<file path="config.mk">
export PLATFORM = sky130hd
export DESIGN_NAME = i2c_master_bit_sequencer
export DESIGN_NICKNAME = d
export VERILOG_FILES = /design/src/sv/i2cms_pkg.sv /design/src/sv/i2cms_step.sv /design/src/sv/i2c_master_bit_sequencer.sv
export SDC_FILE = /design/constraint.sdc
export NUM_CORES = 1
export LEC_CHECK = 0
export BUFFER_PORTS_ARGS = -buffer_cell sky130_fd_sc_hd__buf_4
export CAP_MARGIN = 20
export CORE_MARGIN = 2
export CORE_UTILIZATION = 60
export DETAILED_ROUTE_END_ITERATION = 8
export GPL_TIMING_DRIVEN = 0
export HOLD_SLACK_MARGIN = 0.02
export PLACE_DENSITY_LB_ADDON = 0.25
export SLEW_MARGIN = 0
export SYNTH_ARGS = -nofsm -noshare
export SYNTH_HDL_FRONTEND = slang
export SYNTH_SLANG_ARGS = --single-unit
</file>
<file path="constraint.sdc">
create_clock -name clk -period 12.6 [get_ports clk]
set_input_delay 0.63 -clock clk [delete_from_list [all_inputs] [get_ports clk]]
set_output_delay 0.63 -clock clk [all_outputs]
set_load 0.02 [all_outputs]
</file>
<file path="src/sv/i2cms_pkg.sv">
// ----------------------------------------------------------------------------
// i2cms_pkg
// Shared types, command codes and slot tables for the I2C bit sequencer.
// ----------------------------------------------------------------------------
package i2cms_pkg;

    localparam logic [2:0] MODE_TICK  = 3'd0;
    localparam logic [2:0] MODE_START = 3'd1;
    localparam logic [2:0] MODE_STOP  = 3'd2;
    localparam logic [2:0] MODE_WRITE = 3'd3;
    localparam logic [2:0] MODE_READ  = 3'd4;
    localparam logic [2:0] MODE_SACK  = 3'd5;
    localparam logic [2:0] MODE_RACK  = 3'd6;

    // active command code of zero means no command in progress
    localparam logic [2:0] CMD_IDLE = 3'd0;

    localparam logic [15:0] SLOT_TICKS_RESET = 16'd10;

    typedef struct packed {
        logic [2:0] mode;
        logic [7:0] data_byte;
        logic       ack_bit;
        logic       sda_in;
    } i2cms_in_t;

    typedef struct packed {
        logic       scl_level;
        logic       sda_level;
        logic       busy_res;
        logic       done_res;
        logic [7:0] read_byte;
        logic       ack_seen;
        logic       rejected;
    } i2cms_out_t;

    typedef struct packed {
        logic [4:0]  action_idx;
        logic [15:0] slot_cnt;
        logic [2:0]  cmd;
        logic [7:0]  shift;
        logic        scl_drive;
        logic        sda_drive;
        logic        ack;
        logic [7:0]  last_read;
    } i2cms_state_t;

    typedef struct packed {
        logic done;
        logic rej;
    } i2cms_flags_t;

    function automatic logic [4:0] seq_length(input logic [2:0] cmd);
        logic [4:0] len;
        case (cmd)
            MODE_START: len = 5'd4;
            MODE_STOP:  len = 5'd3;
            MODE_WRITE: len = 5'd24;
            MODE_READ:  len = 5'd25;
            MODE_SACK:  len = 5'd4;
            MODE_RACK:  len = 5'd4;
            default:    len = 5'd0;
        endcase
        return len;
    endfunction

    // k / 3 for k below 32: (k * 11) >> 5 is exact over that range
    function automatic logic [3:0] div3(input logic [4:0] k);
        logic [8:0] prod;
        prod = {4'd0, k} * 9'd11;
        return prod[8:5];
    endfunction

endpackage

</file>
<file path="src/sv/i2cms_step.sv">
// ----------------------------------------------------------------------------
// i2cms_step
// Next-state logic for one transfer: tick counting, slot stepping and the
// slot action that drives SCL/SDA, samples SDA or assembles the read byte.
// ----------------------------------------------------------------------------
module i2cms_step (
    input  i2cms_pkg::i2cms_in_t    item,
    input  i2cms_pkg::i2cms_state_t cur,
    input  logic [15:0]             slot_ticks,
    output i2cms_pkg::i2cms_state_t nxt,
    output i2cms_pkg::i2cms_flags_t flags
);
    import i2cms_pkg::*;

    function automatic i2cms_state_t do_action(input i2cms_state_t s,
                                               input logic [4:0] k,
                                               input logic sda);
        i2cms_state_t o;
        logic [4:0]   kk;
        logic [3:0]   q;
        logic [4:0]   r;
        logic [2:0]   b;
        o  = s;
        kk = (s.cmd == MODE_READ) ? (k - 5'd1) : k;
        q  = div3(kk);
        r  = kk - 5'({q, 1'b0} + {1'b0, q});
        b  = q[2:0];
        case (s.cmd)
            MODE_START: begin
                case (k)
                    5'd0:    o.sda_drive = 1'b1;
                    5'd1:    o.scl_drive = 1'b1;
                    5'd2:    o.sda_drive = 1'b0;
                    default: o.scl_drive = 1'b0;
                endcase
            end
            MODE_STOP: begin
                case (k)
                    5'd0:    o.sda_drive = 1'b0;
                    5'd1:    o.scl_drive = 1'b1;
                    default: o.sda_drive = 1'b1;
                endcase
            end
            MODE_WRITE: begin
                case (r)
                    5'd0:    o.sda_drive = s.shift[3'd7 - b];
                    5'd1:    o.scl_drive = 1'b1;
                    default: o.scl_drive = 1'b0;
                endcase
            end
            MODE_READ: begin
                if (k == 5'd0)
                begin
                    o.sda_drive = 1'b1;
                end
                else
                begin
                    case (r)
                        5'd0:    o.scl_drive = 1'b1;
                        5'd1:    o.shift[3'd7 - b] = s.shift[3'd7 - b] | sda;
                        default: o.scl_drive = 1'b0;
                    endcase
                end
            end
            MODE_SACK: begin
                case (k)
                    5'd0:    o.scl_drive = 1'b0;
                    5'd1:    o.sda_drive = s.shift[0];
                    5'd2:    o.scl_drive = 1'b1;
                    default: o.scl_drive = 1'b0;
                endcase
            end
            MODE_RACK: begin
                case (k)
                    5'd0:    o.sda_drive = 1'b1;
                    5'd1:    o.scl_drive = 1'b1;
                    5'd2:    o.ack       = sda;
                    default: o.scl_drive = 1'b0;
                endcase
            end
            default: o = s;
        endcase
        return o;
    endfunction

    logic [15:0]  limit;
    logic [15:0]  cnt_inc;
    logic [4:0]   idx_inc;
    i2cms_state_t loaded;

    always_comb
    begin
        limit   = (slot_ticks == 16'd0) ? 16'd1 : slot_ticks;
        cnt_inc = cur.slot_cnt + 16'd1;
        idx_inc = cur.action_idx + 5'd1;

        loaded            = cur;
        loaded.cmd        = item.mode;
        loaded.action_idx = 5'd0;
        loaded.slot_cnt   = 16'd0;
        case (item.mode)
            MODE_WRITE: loaded.shift = item.data_byte;
            MODE_READ:  loaded.shift = 8'd0;
            MODE_SACK:  loaded.shift = {7'd0, item.ack_bit};
            default:    loaded.shift = cur.shift;
        endcase

        nxt        = cur;
        flags.done = 1'b0;
        flags.rej  = 1'b0;

        if (item.mode == MODE_TICK)
        begin
            if (cur.cmd != CMD_IDLE)
            begin
                nxt.slot_cnt = cnt_inc;
                // counter wrap also ends the slot
                if (cnt_inc >= limit || cnt_inc == 16'd0)
                begin
                    nxt.slot_cnt = 16'd0;
                    if (idx_inc >= seq_length(cur.cmd))
                    begin
                        if (cur.cmd == MODE_READ)
                            nxt.last_read = cur.shift;
                        flags.done     = 1'b1;
                        nxt.cmd        = CMD_IDLE;
                        nxt.action_idx = 5'd0;
                    end
                    else
                    begin
                        nxt            = do_action(cur, idx_inc, item.sda_in);
                        nxt.slot_cnt   = 16'd0;
                        nxt.action_idx = idx_inc;
                    end
                end
            end
        end
        else if (item.mode <= MODE_RACK)
        begin
            if (cur.cmd != CMD_IDLE)
                flags.rej = 1'b1;
            else
                nxt = do_action(loaded, 5'd0, item.sda_in);
        end
    end

endmodule

</file>
<file path="src/sv/i2c_master_bit_sequencer.sv">
// ----------------------------------------------------------------------------
// i2c_master_bit_sequencer
// I2C master bit-level sequencer: steps SCL/SDA through slot actions.
// ----------------------------------------------------------------------------
// Usage:
//   in_*  : valid/ready channel of items. mode 0 is a tick from the time base;
//           modes 1..6 issue start, stop, write, read, send ack, receive ack.
//   out_* : valid/ready channel, exactly one result per input transfer,
//           carrying the line levels and status after that item.
//   cfg_wr_en/cfg_wr_data: slot_ticks, to be written only while idle; the block does not enforce this.
// Flow: an accepted item lands in the input register; its result is computed
//   from it and the state and is registered in the output register when that
//   register is empty or being read.
// Throughput: one item per clock while not stalled by out_ready; the state
//   update is one short pass of logic between the input and output registers.
// Stall: when out_ready is low the output register holds, the input register
//   fills and in_ready drops; nothing is lost or skipped.
// Reset: lines released high, idle, slot_ticks = 10, both stages empty.
// ----------------------------------------------------------------------------
module i2c_master_bit_sequencer (
    input  logic                   clk,
    input  logic                   rst_n,
    input  logic                   in_valid,
    output logic                   in_ready,
    input  i2cms_pkg::i2cms_in_t   in_data,
    output logic                   out_valid,
    input  logic                   out_ready,
    output i2cms_pkg::i2cms_out_t  out_data,
    input  logic                   cfg_wr_en,
    input  logic [15:0]            cfg_wr_data
);
    import i2cms_pkg::*;

    logic         in_valid_reg;
    i2cms_in_t    in_data_reg;
    logic         out_valid_reg;
    i2cms_out_t   out_data_reg;
    logic [15:0]  slot_ticks_reg;
    i2cms_state_t state_reg;
    i2cms_state_t state_next;
    i2cms_flags_t flags;
    i2cms_out_t   out_data_next;
    logic         advance;

    assign advance  = in_valid_reg && (!out_valid_reg || out_ready);
    assign in_ready = !in_valid_reg || advance;

    i2cms_step u_step (
        .item       (in_data_reg),
        .cur        (state_reg),
        .slot_ticks (slot_ticks_reg),
        .nxt        (state_next),
        .flags      (flags)
    );

    always_comb
    begin
        out_data_next.scl_level = state_next.scl_drive;
        out_data_next.sda_level = state_next.sda_drive;
        out_data_next.busy_res  = (state_next.cmd != CMD_IDLE);
        out_data_next.done_res  = flags.done;
        out_data_next.read_byte = state_next.last_read;
        out_data_next.ack_seen  = state_next.ack;
        out_data_next.rejected  = flags.rej;
    end

    always_ff @(posedge clk or negedge rst_n)
    begin
        if (!rst_n)
        begin
            in_valid_reg   <= 1'b0;
            out_valid_reg  <= 1'b0;
            slot_ticks_reg <= SLOT_TICKS_RESET;
            state_reg      <= '{action_idx: 5'd0, slot_cnt: 16'd0, cmd: CMD_IDLE,
                                shift: 8'd0, scl_drive: 1'b1, sda_drive: 1'b1,
                                ack: 1'b0, last_read: 8'd0};
        end
        else
        begin
            if (cfg_wr_en)
                slot_ticks_reg <= cfg_wr_data;
            if (in_ready)
                in_valid_reg <= in_valid;
            if (advance)
                state_reg <= state_next;
            if (advance)
                out_valid_reg <= 1'b1;
            else if (out_ready)
                out_valid_reg <= 1'b0;
        end
    end

    always_ff @(posedge clk)
    begin
        if (in_ready && in_valid)
            in_data_reg <= in_data;
        if (advance)
            out_data_reg <= out_data_next;
    end

    assign out_valid = out_valid_reg;
    assign out_data  = out_data_reg;

endmodule
</file>
Yosys cells after proc, flatten, opt, wreduce, memory -nomap -nowiden:

Cells that the tools add are included.

* register bits after elaboration: 88
* bits of input ports: 34

* bitwise logic cells: 2
* $add $sub $neg: 9
* reductions and logical operators: 26
* multiplexer cells: 49
* magnitude comparators: 6
* $mul: 2
* eq/ne operators: 23

Operators by type and width (count)
* 43-bit two-way mux: 5
* 16-bit logical NOT: 2
* 8-bit two-way mux: 4
* 5-bit two-way mux: 6
* 8-bit case mux with 3 select lines: 1
* 5-bit case mux with 4 select lines: 1
* 3-bit equality test, second input constant: 6
* 5-bit by 4-bit multiplier with 9-bit output, second input constant: 2
* 16-bit by 1-bit adder with 16-bit output, second input constant: 1
* 16-bit >= comparator: 1
* 16-bit two-way mux: 1
* 1-bit case mux with 2 select lines: 8
* 5-bit by 1-bit equality test with 1-bit output, second input constant: 3
* 5-bit logical NOT: 3
* 1-bit two-way mux: 14
* 3-bit by 2-bit equality test with 1-bit output, second input constant: 4
* 2-bit != test, second input constant: 6
* 2-bit case mux with 6 select lines: 1
* 11-bit two-way mux: 1
* 5-bit by 4-bit adder with 5-bit output: 2
* 5-bit subtractor: 2
* 9-bit two-way mux: 1
* 9-bit AND reduction: 1
* 8-bit bitwise mux: 1
* 27 further kinds: 40

Longest topological paths before layout:

* depth in word-level cells: 18
* mapped depth: 28

Hierarchy:

A second synthesis with hierarchy kept.

* cell total of the unflattened synthesis: 670
* area, all modules: 6707.7 um2

Modules (own cells, without submodules)
* i2cms_step: cells each 509, times used 1, area an instance 3438.3 um2
* i2c_master_bit_sequencer: cells each 161, times used 1, area an instance 3269.4 um2

Worst setup path after synthesis:

OpenSTA, ideal clock, no wires.

* path kind: flip-flop to flip-flop
* start: register state_reg[38] (netlist bit)
* end: register state_reg[11] (netlist bit)
* arrival time: 5.943 ns
* cell stages (with the launch flop): 28
* period minus slack after synthesis: 6.070 ns
* buffers on the path: 3
* slack: 6.530 ns
* setup time: 0.127 ns
* data required time: 12.473 ns
* cell sequence: dfrtp_1 clkbuf_1 inv_1 ha_1 nor3_1 xor2_1 ha_1 ha_1 xnor2_1 ha_1 clkbuf_1 or4_1 o22ai_1 and3_1 nor2_1 fa_1 inv_1 ha_1 nor2b_1 o21ai_0 nand2b_1 xnor2_1 a21o_1 a211oi_2 a31o_1 buf_6 and2_2 a31oi_1

* longest elaborated chain between the ends: 17
* elaborated cells on any way between the ends: 30
* those cells by class: 5 x add/sub; 1 x mul; 3 x order compare; 4 x eq/ne; 13 x mux; 1 x bitwise; 3 x reduce/logical

RTL lines
* from (decl): line i2c_master_bit_sequencer.sv:39 `i2cms_state_t state_reg;`
* from (signal assigned): line i2c_master_bit_sequencer.sv:74 `state_reg <= '{action_idx: 5'd0, slot_cnt: 16'd0, cmd: CMD_IDLE,`
* from (signal assigned): line i2c_master_bit_sequencer.sv:85 `state_reg <= state_next;`
* 5-bit by 1-bit adder with 5-bit output (*): line i2cms_step.sv:95 `idx_inc = cur.action_idx + 5'd1;`
* 5-bit by 1-bit subtractor with 5-bit output: line i2cms_step.sv:24 `kk = (s.cmd == MODE_READ) ? (k - 5'd1) : k;`
* 5-bit two-way mux: line i2cms_step.sv:24
* 5-bit by 4-bit multiplier with 9-bit output: line i2cms_pkg.sv:70 `prod = {4'd0, k} * 9'd11;`
* 3-bit subtractor: line i2cms_step.sv:60 `5'd1: o.shift[3'd7 - b] = s.shift[3'd7 - b] | sda;`
* 3-bit by 4-bit < comparator with 1-bit output (not written as such) or 3-bit by 1-bit >= comparator with 1-bit output (tied branches): line i2cms_step.sv:60
* 1-bit logical AND (not written as such): line i2cms_step.sv:60
* 1-bit two-way mux (not written as such): line i2cms_step.sv:60
* 1-bit demux with 3-bit select
* 8-bit bitwise mux: line i2cms_step.sv:60
* 8-bit two-way mux: line i2cms_step.sv:58 `case (r)`
* 9-bit two-way mux: line i2cms_step.sv:52 `if (k == 5'd0)`
* 8-bit two-way mux: line i2cms_step.sv:28 `case (s.cmd)`
* 11-bit two-way mux: line i2cms_step.sv:121 `if (idx_inc >= seq_length(cur.cmd))`
* 43-bit two-way mux: line i2cms_step.sv:118 `if (cnt_inc >= limit || cnt_inc == 16'd0)`
* 43-bit two-way mux: line i2cms_step.sv:114 `if (cur.cmd != CMD_IDLE)`
* 43-bit two-way mux: line i2cms_step.sv:112 `if (item.mode == MODE_TICK)`

Mark *: on every way between the ends. The rest lies on a longest branch, timed or not. The select of a mux whose other input is x is not followed.
A chain may end at the register's enable or synchronous reset.

Final worst setup path:

* start: register state_reg[38] (netlist bit)
* end: register state_reg[15] (netlist bit)

The elaborated chain is that of the path after synthesis.

==> impl_metrics.sql <==
INSERT INTO impl_metrics (metric_group, metric, value, unit) VALUES
('yosys', 'synth_sequential_area_ratio', '37.4', '%'),
('clocking', 'cts.sinks', '88', ''),
('yosys', 'synth_enable_flop_cells', '27', ''),
('drt', 'route.detailed.drc', '0', ''),
('sta', 'unrepaired_setup_endpoints_after_global_routing', 'no', ''),
('yosys', 'dominant_synthesized_flop_cell', 'dfrtp_1', ''),
('sta', 'finalCriticalPeriod', '7.12', 'ns'),
('global_routing', 'groute.usage.overall', '28.0', '%'),
('sta', 'slew-limit-headroom', '46.6', '%'),
('power_and_ir_drop', 'power.static_leakage', '3.23', 'nW'),
('floorplanning', 'core_region_area', '0.0102', 'mm^2'),
('global_routing', 'first_pass_grt_wire_length', '25200', 'um'),
('yosys', 'synth.ff_latch_count', '88', ''),
('clocking', 'clock_tree.buffer_depth', '2', ''),
('yosys', 'yosysWarnings', '0', ''),
('critical_path', 'timing.critical_path.slowest_stage_cell', 'fa_1', ''),
('floorplanning', 'placement_rows', '37', ''),
('drt', 'wl_per_cell', '17.3', 'um'),
('yosys', 'postSynth.asyncResetShare', '69.3', '%'),
('finish', 'postLayoutCoreUtil', '68.3', '%'),
('drt', 'final_antenna_net_count', '0', ''),
('global_routing', 'initial_antenna_violation_count', '0', ''),
('floorplanning', 'die_width', '106', 'um'),
('floorplanning', 'die_area', '0.0113', 'mm^2'),
('yosys', 'ys_types', '77', ''),
('placed_design', 'count_of_buffers_inserted_at_the_top_level_ports', '49', ''),
('drt', 'drt_iter0_markers', '496', ''),
('drt', 'postRouteWirelength', '15300', 'um'),
('yosys', 'synth_fp_nets', '768', ''),
('yosys', 'synth.avg_cell_area', '9.19', 'um^2'),
('global_routing', 'top_usage_layer', 'met2', ''),
('finish', 'antenna-diode-count', '0', ''),
('yosys', 'postSynthCellCount', '682', ''),
('critical_path', 'end_kind', 'flip-flop', ''),
('finish', 'largest_register_ffs', '43', ''),
('critical_path', 'crit_fanout', '10', ''),
('critical_path', 'startpoint_type_of_the_worst_setup_path', 'flip-flop', ''),
('critical_path', 'timing.critical_path.required', '12.85', 'ns'),
('global_routing', 'globalRoute.totalOverflow', '0', ''),
('floorplanning', 'starting_utilization_of_the_core_area', '61.2', '%'),
('sta', 'timing.clock.skew', '0.00567', 'ns'),
('power_and_ir_drop', 'peakVddDrop', '0.0000602', 'V'),
('yosys', 'synthesis.area', '0.00627', 'mm^2'),
('finish', 'areaGrowthSynthToFinish', '11.5', '%'),
('finish', 'post_route_cells_drive_above_1_share', '15.4', '%'),
('sta', 'hold_slack', '0.323', 'ns'),
('drt', 'drtPass1Iterations', '5', ''),
('finish', 'register_area', '0.00234', 'mm^2'),
('clocking', 'cts_hold_buffers', '0', ''),
('sta', 'number_of_slew_limit_violations_in_the_final_report', '0', ''),
('clocking', 'maximum_level_of_the_cts_h_tree', '3', ''),
('finish', 'multi_input_area', '0.00359', 'mm^2'),
('drt', 'count_of_vias_placed_by_the_detailed_router', '5451', ''),
('clocking', 'number_of_gates_resized_after_cts', '0', ''),
('finish', 'n_fill_cell', '828', ''),
('run', 'count_of_max_cap_constraint_violations', '0', ''),
('global_routing', 'grtUsageMet2', '48.4', '%'),
('sta', 'setup_total_negative_slack', '0', 'ns'),
('clocking', 'tritoncts', 'done', ''),
('floorplanning', 'die_h', '106', 'um'),
('outcome', 'run_status', 'finished, final reports clean', ''),
('min_path', 'hold_path_class', 'primary input to async pin', ''),
('clocking', 'clkSlewWorstSetupHoldPaths', '0.09', 'ns'),
('global_routing', 'groute.layer.met1.usage', '35.1', '%'),
('critical_path', 'arrival_worst_endpoint', '7.37', 'ns'),
('clocking', 'tritoncts.num_buffers', '9', ''),
('sta', 'finalHoldViolations', '0', ''),
('global_routing', 'largest_net_degree_at_the_start_of_global_routing', '62', ''),
('sta', 'fmax', '140', 'MHz'),
('sta', 'tightest_slew', '0.802', 'ns'),
('floorplanning', 'boundaryPins', '50', '');
==> power breakdown <==
group	internal (mW)	switching (mW)	total, mW
registers	0.317	0.0250	0.342
clock network	0.0789	0.109	0.188
logic	0.111	0.156	0.267
==> routing by layer <==
layer,vias up,wire length (um)
met1,2623,6420
met3,31,793
met4,0,388
met5,-,0
met2,195,7680
li1,2602,-
==> metrics by stage <==
step	power (mW)	setup slack (ns)	std cells	instance area, um^2
floorplan	0.530	6.53	682	6270
global placement	0.593	5.80	867	6800
detailed placement	0.610	5.50	867	6800
CTS	0.797	5.49	883	6990
global route	0.842	4.99	883	6990
finish	0.797	5.48	883	6990
==> cell type report <==
| type | count | share of cell area [%] |
|---|---|---|
| Multi-Input combinational cell | 517 | 51.4 |
| Sequential cell | 88 | 33.5 |
| Timing Repair Buffer | 49 | 5.26 |
| Inverter | 46 | 2.47 |
| Tap cell | 136 | 2.44 |
| Buffer | 31 | 2.24 |
| Clock buffer | 11 | 2.02 |
| Clock inverter | 5 | 0.609 |
==> synth_stat cells (3+ instances only) <==
| cell | count | area share (%) |
|---|---|---|
| mux2_2 | 16 | 2.9 |
| nand4_1 | 6 | 0.60 |
| o21a_1 | 8 | 0.96 |
| nor3_1 | 14 | 1.1 |
| nand4b_1 | 6 | 0.84 |
| xor2_1 | 9 | 1.3 |
| o22ai_1 | 4 | 0.40 |
| fa_1 | 3 | 0.96 |
| buf_2 | 4 | 0.32 |
| o21ai_0 | 56 | 4.5 |
| nand2b_1 | 5 | 0.50 |
| ha_1 | 49 | 9.8 |
| a22o_1 | 8 | 1.1 |
| a31oi_1 | 21 | 2.1 |
| nor2b_1 | 10 | 1.0 |
| dfrtp_1 | 57 | 23 |
| inv_1 | 46 | 2.8 |
| edfxtp_1 | 27 | 13 |
| a211oi_1 | 3 | 0.36 |
| a22oi_1 | 3 | 0.36 |
| nand3_1 | 19 | 1.5 |
| and3_1 | 5 | 0.50 |
| clkbuf_1 | 18 | 1.1 |
| nand2_1 | 75 | 4.5 |
| a21o_1 | 22 | 2.6 |
| o21bai_1 | 3 | 0.36 |
| xnor2_1 | 16 | 2.2 |
| mux2i_1 | 13 | 2.1 |
| or3_1 | 4 | 0.40 |
| nor2_1 | 44 | 2.6 |
| nor4_1 | 8 | 0.80 |
| o31ai_1 | 8 | 0.96 |
| buf_4 | 5 | 0.60 |
| a21oi_1 | 23 | 1.8 |
| o211ai_1 | 4 | 0.48 |
| dfstp_2 | 4 | 1.7 |
==> placed cells by master (no fill, tap or decap), types with 5 or more instances in the layout <==
cell type	Yosys	layout
nand2_1	75	75
dfrtp_1	57	57
o21ai_0	56	56
buf_4	5	54
ha_1	49	49
inv_1	46	46
nor2_1	44	44
edfxtp_1	27	27
a21oi_1	23	23
a21o_1	22	22
a31oi_1	21	21
clkbuf_1	18	19
nand3_1	19	19
xnor2_1	16	16
mux2_2	16	16
nor3_1	14	14
mux2i_1	13	13
nor2b_1	10	10
clkbuf_8	0	10
xor2_1	9	9
nor4_1	8	8
o21a_1	8	8
o31ai_1	8	8
a22o_1	8	8
nand4_1	6	6
nand4b_1	6	6
and3_1	5	5
nand2b_1	5	5
==> path summary, 6_finish.rpt <==
| check | slack [ns] | startpoint | cells after the start | end |
|---|---|---|---|---|
| worst max-delay path | 5.48 | state_reg[38]$_DFFE_PN0P_ | 28 | state_reg[15]$_DFFE_PN0P_ |
| worst min-delay path | 0.32 | rst_n | 1 | state_reg[26]$_DFFE_PN0P_ |
| worst max register to register | 5.48 | state_reg[38]$_DFFE_PN0P_ | 28 | state_reg[15]$_DFFE_PN0P_ |
| worst min register to register | 0.50 | in_valid_reg$_DFFE_PN0N_ | 1 | out_valid$_DFFE_PN0P_ |
| max in group asynchronous | 11.74 | rst_n | 1 | state_reg[4]$_DFFE_PN0P_ |
| min in group clk | 0.43 | in_data[2] | 1 | in_data_reg[2]$_DFFE_PP_ |
==> critical path: cells and delay by family, from the launching register on <==
kind / cells / cell delay (ns)
compound gates: 7 / 1.59
xor+xnor: 4 / 1.04
fa+ha+maj: 6 / 2.13
buf+inv: 6 / 1.10
flops: 1 / 0.42
simple gates: 5 / 0.74
==> kinds of logic after synthesis <==
family	after synthesis	synth area share, %
AND/OR/NAND/NOR	218	17.6
AO/OA/AOI/OAI	191	20.2
flip-flops	88	37.4
buffers and inverters	77	5.25
adder cells (fa/ha/maj)	53	10.9
multiplexers	30	5.13
XOR/XNOR	25	3.49
Note: power is estimated with default switching activity, not from simulation.
